--- src/rtl/crlp_pkg.sv ---
// Shared types, character codes and match-text tables for the CONNECT
// request line parser. No dependencies.
package crlp_pkg;

   // default bound on line length in bytes
   localparam int MAX_LINE_DEFAULT = 4096;

   // fixed field widths
   localparam int BYTE_W   = 8;
   localparam int PORT_W   = 16;
   localparam int ACC_W    = 17;
   localparam int HOST_W   = 12;

   // port accumulator saturation point and limits
   localparam logic [ACC_W-1:0]  PORT_SAT      = 17'd65536;
   localparam logic [ACC_W-1:0]  PORT_MAX      = 17'd65535;
   localparam logic [ACC_W-1:0]  PORT_MUL_LIM  = 17'd6553;
   localparam logic [HOST_W-1:0] HOST_MAX      = 12'd4095;

   // method text is "CONNECT " (eight bytes), so the authority starts here
   localparam int METHOD_LEN = 8;

   // version match indexes: done without CRLF, after CR, after CRLF
   localparam logic [3:0] VER_PREFIX_LEN = 4'd7;
   localparam logic [3:0] VER_DONE       = 4'd8;
   localparam logic [3:0] VER_CR         = 4'd9;
   localparam logic [3:0] VER_CRLF       = 4'd10;

   // character codes
   localparam logic [BYTE_W-1:0] CH_SPACE  = 8'h20;
   localparam logic [BYTE_W-1:0] CH_LBRACK = 8'h5B;
   localparam logic [BYTE_W-1:0] CH_RBRACK = 8'h5D;
   localparam logic [BYTE_W-1:0] CH_COLON  = 8'h3A;
   localparam logic [BYTE_W-1:0] CH_ZERO   = 8'h30;
   localparam logic [BYTE_W-1:0] CH_ONE    = 8'h31;
   localparam logic [BYTE_W-1:0] CH_NINE   = 8'h39;
   localparam logic [BYTE_W-1:0] CH_CR     = 8'h0D;
   localparam logic [BYTE_W-1:0] CH_LF     = 8'h0A;

   // one input word
   typedef struct packed {
      logic [BYTE_W-1:0] byte_req;
      logic              last;
   } req_type;

   // one result word
   typedef struct packed {
      logic              valid_res;
      logic [PORT_W-1:0] port;
      logic [HOST_W-1:0] host_offset;
      logic [HOST_W-1:0] host_length;
   } rsp_type;

   // expected method byte at a given match index
   function automatic logic [BYTE_W-1:0] method_char(input logic [2:0] idx);
      logic [BYTE_W-1:0] ch;
      case (idx)
         3'd0:    ch = 8'h43; // C
         3'd1:    ch = 8'h4F; // O
         3'd2:    ch = 8'h4E; // N
         3'd3:    ch = 8'h4E; // N
         3'd4:    ch = 8'h45; // E
         3'd5:    ch = 8'h43; // C
         3'd6:    ch = 8'h54; // T
         default: ch = CH_SPACE;
      endcase
      return ch;
   endfunction

   // expected version prefix byte ("HTTP/1.") at a given match index
   function automatic logic [BYTE_W-1:0] version_char(input logic [2:0] idx);
      logic [BYTE_W-1:0] ch;
      case (idx)
         3'd0:    ch = 8'h48; // H
         3'd1:    ch = 8'h54; // T
         3'd2:    ch = 8'h54; // T
         3'd3:    ch = 8'h50; // P
         3'd4:    ch = 8'h2F; // /
         3'd5:    ch = 8'h31; // 1
         default: ch = 8'h2E; // .
      endcase
      return ch;
   endfunction

endpackage

--- src/rtl/crlp_parser.sv ---
// Per-byte parse state and its next-state logic for the CONNECT line parser.
// Depends on crlp_pkg.
module crlp_parser #(
   parameter int MAX_LINE = crlp_pkg::MAX_LINE_DEFAULT
) (
   input  logic              clock,
   input  logic              reset,
   input  logic              step,
   input  crlp_pkg::req_type word_in,
   output crlp_pkg::rsp_type result
);
   import crlp_pkg::*;

   localparam int LP_W = $clog2(MAX_LINE + 2);
   localparam logic [LP_W-1:0] LP_CAP   = LP_W'(MAX_LINE + 1);
   localparam logic [LP_W-1:0] LP_LIMIT = LP_W'(MAX_LINE);
   localparam logic [LP_W-1:0] LP_AUTH  = LP_W'(METHOD_LEN);

   typedef enum logic [1:0] {
      PH_METHOD,
      PH_AUTH,
      PH_VERSION
   } phase_type;

   phase_type         phase_ff, phase_in;
   logic [2:0]        method_idx_ff, method_idx_in;
   logic [LP_W-1:0]   line_pos_ff, line_pos_in;
   logic              bracketed_ff, bracketed_in;
   logic              bracket_closed_ff, bracket_closed_in;
   logic              colon_seen_ff, colon_seen_in;
   logic [ACC_W-1:0]  port_acc_ff, port_acc_in;
   logic              has_digit_ff, has_digit_in;
   logic [HOST_W-1:0] host_start_ff, host_start_in;
   logic [HOST_W-1:0] host_count_ff, host_count_in;
   logic [3:0]        version_idx_ff, version_idx_in;
   logic              failed_ff, failed_in;

   logic [BYTE_W-1:0] ch;
   logic              is_digit;
   logic [ACC_W-1:0]  acc_mul;

   assign ch       = word_in.byte_req;
   assign is_digit = (ch >= CH_ZERO) && (ch <= CH_NINE);
   // acc * 10 + digit; the caller only uses it while acc <= 6553
   assign acc_mul  = ACC_W'(port_acc_ff << 3) + ACC_W'(port_acc_ff << 1)
                   + ACC_W'(ch[3:0]);

   // compute the updated state for the byte at the input
   always_comb begin
      logic host_step;
      logic port_step;
      logic ok;
      phase_in          = phase_ff;
      method_idx_in     = method_idx_ff;
      bracketed_in      = bracketed_ff;
      bracket_closed_in = bracket_closed_ff;
      colon_seen_in     = colon_seen_ff;
      port_acc_in       = port_acc_ff;
      has_digit_in      = has_digit_ff;
      host_start_in     = host_start_ff;
      host_count_in     = host_count_ff;
      version_idx_in    = version_idx_ff;
      failed_in         = failed_ff;
      host_step         = 1'b0;
      port_step         = 1'b0;

      // count bytes, stopping one past the bound
      line_pos_in = (line_pos_ff < LP_CAP) ? line_pos_ff + 1'b1 : line_pos_ff;
      if (line_pos_in > LP_LIMIT) begin
         failed_in = 1'b1;
      end

      if (!failed_in) begin
         case (phase_ff)
            PH_METHOD: begin
               if (ch == method_char(method_idx_ff)) begin
                  method_idx_in = method_idx_ff + 1'b1;
                  if (method_idx_ff == 3'd7) begin
                     phase_in = PH_AUTH;
                  end
               end else begin
                  failed_in = 1'b1;
               end
            end
            PH_AUTH: begin
               if (ch == CH_SPACE) begin
                  // close the authority: need host, colon and a port in range
                  if (!colon_seen_ff || !has_digit_ff || host_count_ff == '0 ||
                      port_acc_ff == '0 || port_acc_ff > PORT_MAX) begin
                     failed_in = 1'b1;
                  end else begin
                     phase_in = PH_VERSION;
                  end
               end else if (line_pos_ff == LP_AUTH && ch == CH_LBRACK) begin
                  bracketed_in  = 1'b1;
                  host_start_in = HOST_W'(METHOD_LEN + 1);
               end else begin
                  if (line_pos_ff == LP_AUTH) begin
                     host_start_in = HOST_W'(METHOD_LEN);
                  end
                  if (bracketed_ff) begin
                     if (!bracket_closed_ff) begin
                        if (ch == CH_RBRACK) begin
                           bracket_closed_in = 1'b1;
                        end else begin
                           host_step = 1'b1;
                        end
                     end else if (!colon_seen_ff) begin
                        if (ch == CH_COLON) begin
                           colon_seen_in = 1'b1;
                        end else begin
                           failed_in = 1'b1;
                        end
                     end else begin
                        port_step = 1'b1;
                     end
                  end else begin
                     if (ch == CH_COLON) begin
                        if (colon_seen_ff) begin
                           failed_in = 1'b1;
                        end else begin
                           colon_seen_in = 1'b1;
                        end
                     end else if (colon_seen_ff) begin
                        port_step = 1'b1;
                     end else begin
                        host_step = 1'b1;
                     end
                  end
               end
            end
            PH_VERSION: begin
               if (version_idx_ff < VER_PREFIX_LEN) begin
                  ok = (ch == version_char(version_idx_ff[2:0]));
               end else if (version_idx_ff == VER_PREFIX_LEN) begin
                  ok = (ch == CH_ZERO) || (ch == CH_ONE);
               end else if (version_idx_ff == VER_DONE) begin
                  ok = (ch == CH_CR);
               end else if (version_idx_ff == VER_CR) begin
                  ok = (ch == CH_LF);
               end else begin
                  ok = 1'b0;
               end
               if (ok) begin
                  version_idx_in = version_idx_ff + 1'b1;
               end else begin
                  failed_in = 1'b1;
               end
            end
            default: begin
               failed_in = 1'b1;
            end
         endcase
      end

      // count a host character, failing past the host bound
      if (host_step) begin
         if (host_count_ff >= HOST_MAX) begin
            failed_in = 1'b1;
         end else begin
            host_count_in = host_count_ff + 1'b1;
         end
      end

      // accumulate a port digit with saturation
      if (port_step) begin
         if (!is_digit) begin
            failed_in = 1'b1;
         end else begin
            has_digit_in = 1'b1;
            if (port_acc_ff > PORT_MUL_LIM || acc_mul > PORT_SAT) begin
               port_acc_in = PORT_SAT;
            end else begin
               port_acc_in = acc_mul;
            end
         end
      end

      // form the result from the updated state
      ok = !failed_in && phase_in == PH_VERSION &&
           (version_idx_in == VER_DONE || version_idx_in == VER_CRLF);
      result.valid_res   = ok;
      result.port        = ok ? port_acc_in[PORT_W-1:0] : '0;
      result.host_offset = ok ? host_start_in : '0;
      result.host_length = ok ? host_count_in : '0;
   end

   // hold state; advance on each byte and clear after the last one
   always_ff @(posedge clock) begin
      if (reset || (step && word_in.last)) begin
         phase_ff          <= PH_METHOD;
         method_idx_ff     <= '0;
         line_pos_ff       <= '0;
         bracketed_ff      <= 1'b0;
         bracket_closed_ff <= 1'b0;
         colon_seen_ff     <= 1'b0;
         port_acc_ff       <= '0;
         has_digit_ff      <= 1'b0;
         host_start_ff     <= '0;
         host_count_ff     <= '0;
         version_idx_ff    <= '0;
         failed_ff         <= 1'b0;
      end else if (step) begin
         phase_ff          <= phase_in;
         method_idx_ff     <= method_idx_in;
         line_pos_ff       <= line_pos_in;
         bracketed_ff      <= bracketed_in;
         bracket_closed_ff <= bracket_closed_in;
         colon_seen_ff     <= colon_seen_in;
         port_acc_ff       <= port_acc_in;
         has_digit_ff      <= has_digit_in;
         host_start_ff     <= host_start_in;
         host_count_ff     <= host_count_in;
         version_idx_ff    <= version_idx_in;
         failed_ff         <= failed_in;
      end
   end

endmodule

--- src/rtl/connect_request_line_parser_unit.sv ---
// Top level of the CONNECT request line parser: input register, parser
// state, result register. Depends on crlp_pkg and crlp_parser.
// A result is loaded into the result register when the parser takes its last byte.
// Throughput: one byte per cycle; a last byte waits in the input register
// only while the result register still holds an untaken result.
// Reset: synchronous, active high; clears the valid flags and parse state.
module connect_request_line_parser_unit #(
   parameter int MAX_LINE = crlp_pkg::MAX_LINE_DEFAULT
) (
   input  logic              clock,
   input  logic              reset,
   input  logic              req_valid,
   output logic              req_stall,
   input  crlp_pkg::req_type req_data,
   output logic              rsp_valid,
   input  logic              rsp_stall,
   output crlp_pkg::rsp_type rsp_data
);
   import crlp_pkg::*;

   logic    in_valid_ff;
   req_type in_word_ff;
   logic    rsp_valid_ff;
   rsp_type rsp_word_ff;
   rsp_type result;
   logic    out_free;
   logic    in_go;

   // a byte without last never needs the result register
   assign out_free  = !rsp_valid_ff || !rsp_stall;
   assign in_go     = in_valid_ff && (!in_word_ff.last || out_free);
   assign req_stall = in_valid_ff && !in_go;

   crlp_parser #(
      .MAX_LINE (MAX_LINE)
   ) u_parser (
      .clock   (clock),
      .reset   (reset),
      .step    (in_go),
      .word_in (in_word_ff),
      .result  (result)
   );

   // hold the input word until the parser takes it
   always_ff @(posedge clock) begin
      if (reset) begin
         in_valid_ff <= 1'b0;
      end else if (req_valid && !req_stall) begin
         in_valid_ff <= 1'b1;
      end else if (in_go) begin
         in_valid_ff <= 1'b0;
      end
      if (req_valid && !req_stall) begin
         in_word_ff <= req_data;
      end
   end

   // load a result on the last byte, drop it once taken
   always_ff @(posedge clock) begin
      if (reset) begin
         rsp_valid_ff <= 1'b0;
      end else if (in_go && in_word_ff.last) begin
         rsp_valid_ff <= 1'b1;
      end else if (!rsp_stall) begin
         rsp_valid_ff <= 1'b0;
      end
      if (in_go && in_word_ff.last) begin
         rsp_word_ff <= result;
      end
   end

   assign rsp_valid = rsp_valid_ff;
   assign rsp_data  = rsp_word_ff;

endmodule
--- config.mk ---
export PLATFORM = sky130hd
export DESIGN_NAME = connect_request_line_parser_unit
export DESIGN_NICKNAME = d
export VERILOG_FILES = /design/src/rtl/crlp_pkg.sv /design/src/rtl/crlp_parser.sv /design/src/rtl/connect_request_line_parser_unit.sv
export SDC_FILE = /design/constraint.sdc
export NUM_CORES = 1
export LEC_CHECK = 0
export ABC_AREA = 1
export ABC_CLOCK_PERIOD_IN_PS = 3700
export BUFFER_PORTS_ARGS = -buffer_cell sky130_fd_sc_hd__buf_2
export CORE_UTILIZATION = 62
export DETAILED_ROUTE_END_ITERATION = 8
export PLACE_DENSITY = 0.81
export SLEW_MARGIN = 40
export SYNTH_ARGS = -nofsm -noshare
export SYNTH_HDL_FRONTEND = slang
export SYNTH_SLANG_ARGS = --single-unit
--- constraint.sdc ---
create_clock -name clock -period 3.7 [get_ports clock]
set_clock_uncertainty 0.05 [all_clocks]
set_input_delay 0.185 -clock clock [delete_from_list [all_inputs] [get_ports clock]]
set_output_delay 0.185 -clock clock [all_outputs]
set_load 0.02 [all_outputs]
==> qor.csv <==
metric;value;unit
Clock Pin Slew Worst Setup and Hold Paths;0.06;ns
Worst setup EP type;flop;
layout cells sized above 1;12.4;%
fin. max-slew vios;0;
io pins;56;
DR vias/cell;5.70;
clk buf depth;2;
# fillers;1151;
Pleak;4.59;nW
DP HPWL;15300;um
initial antenna violation count;0;
Peak Freq;294;MHz
CP max FO;6;
total vias in the final route;8779;
Synth area leader;edfxtp_1;
worst skew pair latency;0.44;ns
worst hold path class;input port to flop;
PwrDens;354;nW/um^2
largest net degree at the start of global routing;56;
DRT iter0 DRCs;920;
Reg-to-Reg End;rsp_data[30]$_SDFFCE_PN0P_;
vias in the first global route;7980;
final hold slack;0.0614;ns
routed wl met3;1880;um
r2r startpoint;u_parser.port_acc_ff[0]$_SDFFE_PP0P_;
TritonCTS Sinks;120;
die area;14700;sq um
Layout Utilization;71.8;%
Total GRT Usage;32.4;%
Crit path required time;3.82;ns
combinational family with the most area after synthesis;simple AND/OR/NAND/NOR gates;
unrepaired setup endpoints after global routing;no;
Final setup viols;0;
final WL;22600;um
Post-synth EDFFs;50;
worst slack, placed;0.332;ns
met2 routed wirelength;10300;um
adder-cell area share of the yosys netlist;6.54;%
Syn Std Cell Area;8840;sq um
Setup crit start kind;flop;
Rows;43;
syn_nets;1349;
hold wc startpoint;rsp_stall;
area of the multi-input gates;4980;sq um
Yosys top cell area share;17.0;%
critical path class;flop to flop;
Max Cap Viol;0;
fin worst setup slack;0.298;ns
CTS Buf Count;17;
setup_tns;0;ns
drt drc;0;
DR top layer;met4;
post-synthesis mux area share;0;%
XOR/XNOR Fraction of Synth Area;1.19;%
first-pass GRT wire length;38000;um
status;complete, no violations;
fin crit share;91.9;%
port buffer count;55;
gp weighted congestion;0.974;
diodes inserted;0;
asr flop ratio synth;0;%
CP arrival;3.53;ns
Vert. Die Dim;121;um
Fin. Hold Viols;0;
GRT overflow;0;
dominant cells by area after synthesis;edfxtp_1, nand2_1, dfxtp_1;
Hold Crit Endpoint;rsp_valid$_SDFFE_PP0P_;
postcts setup bufs;0;
Slew @ Worst Pin;0.791;ns
DIE WIDTH;121;um
Simple-Gate Fraction of Synth Area;37.3;%
CTS tree;yes;
Yosys warnings;0;
Final min period;3.40;ns
Initial DRT Pass Iterations;5;
Synth Area in Compound Gates;11.1;%
ANT nets after route;0;
Most used DFF post-synth;dfxtp_1;
Max VDD drop;357;uV
Post-Syn Instances;1291;
Worst Reg-to-Reg Cells;19;
dpl cells;1497;
Final nets;1405;
Initial Util;63.7;%
syn avg cell area;6.85;sq um
combined flip-flop and latch cell area;2900;sq um
flops & latches, synth;120;
slew margin rel.;47.2;%
WHS Path Cells;5;
fin cells;1540;
area delta synth->final;12.7;%
sequential share of the synthesized area;32.8;%
core area;13900;sq um
M1 WL;10000;um
Avg WL per Cell;14.7;um
H-tree depth;4;
Distinct cells, synth;45;
r2r setup slk;0.30;ns
clk root buf;clkbuf_16;
[cell usage after synthesis, types with 2 or more instances]
master    number
nand4_1       36
nor4_1         8
o21ai_0       69
nand2_1      377
nand2_2        3
edfxtp_1      50
o21bai_1       3
nand2_4        3
clkinv_1       2
nand3_2        4
clkbuf_1      25
xnor2_1        4
nor2_1       103
fa_1           2
nand3_1      106
buf_2          8
inv_1        181
nor3_1        16
buf_6         11
buf_1          3
a21boi_0      13
nand3b_1       4
o31ai_1       12
nor2_2         3
a21oi_1       65
xor2_1         8
or2_2          3
dfxtp_1       70
o211ai_1       2
nor3_2        40
ha_1          43
[cells in the final DEF, fill, tap and decap left out, types with 3 or more instances in the layout]
master,n
nand2_2,3
o21ai_0,69
ha_1,43
a21boi_0,13
nand3b_1,4
buf_4,17
nand2_4,3
inv_6,3
buf_2,55
nor2_1,103
o21bai_1,3
clkbuf_16,18
inv_1,181
a21oi_1,65
nor4_1,8
nand3_2,3
clkinv_4,5
nor3_2,40
nor2_2,3
xor2_1,8
xnor2_1,4
or2_2,3
dfxtp_1,70
nor3_1,16
nand3_1,106
edfxtp_1,50
nand4_1,36
nand2_1,377
dlygate4sd3_1,11
o31ai_1,12
[power by group]
group | switching [mW] | internal (mW)
clock network | 0.688 | 1.05
logic | 0.243 | 0.105
registers | 0.0413 | 1.41
[kinds of logic after synthesis]
family	count (synthesis)
compound gates	173
xor+xnor	12
fa+ha+maj	45
buf+inv	232
flops	120
simple gates	709
[stage by stage]
stage / power [mW] / instance area [sq um]
floorplan: 1.73 / 8840
global placement: 1.80 / 9230
detailed placement: 1.80 / 9230
CTS: 3.53 / 9950
global route: 3.63 / 9970
finish: 3.53 / 9970
[sequential cells by signal (all words and copies together) (netlist names)]
signal and cells:
u_parser.phase_ff 2, u_parser.has_digit_ff 1, u_parser.failed_ff 1, rsp_data 41
u_parser.method_idx_ff 3, u_parser.port_acc_ff 17, u_parser.host_start_ff 12, u_parser.line_pos_ff 13
u_parser.bracketed_ff 1, u_parser.bracket_closed_ff 1, u_parser.colon_seen_ff 1, u_parser.version_idx_ff 4
in_word_ff 9, rsp_valid 1, u_parser.host_count_ff 12, in_valid_ff 1
[worst max-delay path by stage]
stage / start / to / cells after the start / slack (ns)
CTS: u_parser.port_acc_ff[0]$_SDFFE_PP0P_ / rsp_data[25]$_SDFFCE_PN0P_ / 19 / 0.32
detailed placement: u_parser.port_acc_ff[0]$_SDFFE_PP0P_ / rsp_data[25]$_SDFFCE_PN0P_ / 19 / 0.33
global route: u_parser.line_pos_ff[0]$_SDFFE_PP0P_ / rsp_data[15]$_SDFFCE_PN0P_ / 20 / 0.009
finish: u_parser.port_acc_ff[0]$_SDFFE_PP0P_ / rsp_data[30]$_SDFFCE_PN0P_ / 19 / 0.30
floorplan: in_word_ff[4]$_DFFE_PP_ / rsp_data[27]$_SDFFCE_PN0P_ / 20 / 0.34
global placement: u_parser.port_acc_ff[2]$_SDFFE_PP0P_ / rsp_data[28]$_SDFFCE_PN0P_ / 19 / 0.42
[metal layers]
metal,GRT usage (%),up-vias
met5,0,-
met4,12.1,0
met3,5.92,42
met2,51.2,433
met1,43.9,3954
li1,-,4350
[critical path: stages (launching register included)]
cell and delay [ns]:
dfxtp_1 0.43, inv_1 0.09, fa_1 0.50, inv_1 0.06
fa_1 0.48, nand3_1 0.13, nand2_1 0.10, nand2_1 0.08
nand2_1 0.05, xor2_1 0.24, nor2_1 0.08, nand2_1 0.06
nor2_1 0.04, nand2_1 0.06, nand2_1 0.08, buf_4 0.17
nand4_1 0.07, nand2_1 0.05, a21boi_0 0.23, nor3_2 0.08
[area by class of cell]
| class | instances | area share (%) |
|---|---|---|
| tap | 180 | 2.26 |
| clock inverter | 14 | 1.62 |
| clock buffer | 18 | 4.52 |
| multi-input combinational | 939 | 49.9 |
| inverter | 184 | 6.98 |
| timing repair buffer | 85 | 5.55 |
| sequential | 120 | 29.1 |
[what timing repair did]
item / 4_1_cts / 5_1_grt
resized for setup: 0 / 1
hold buffers: 11 / 0
setup endpoints to repair: 0 / 7
endpoints found under the hold margin: 11 / 0
(Power assumes the default switching activity.)
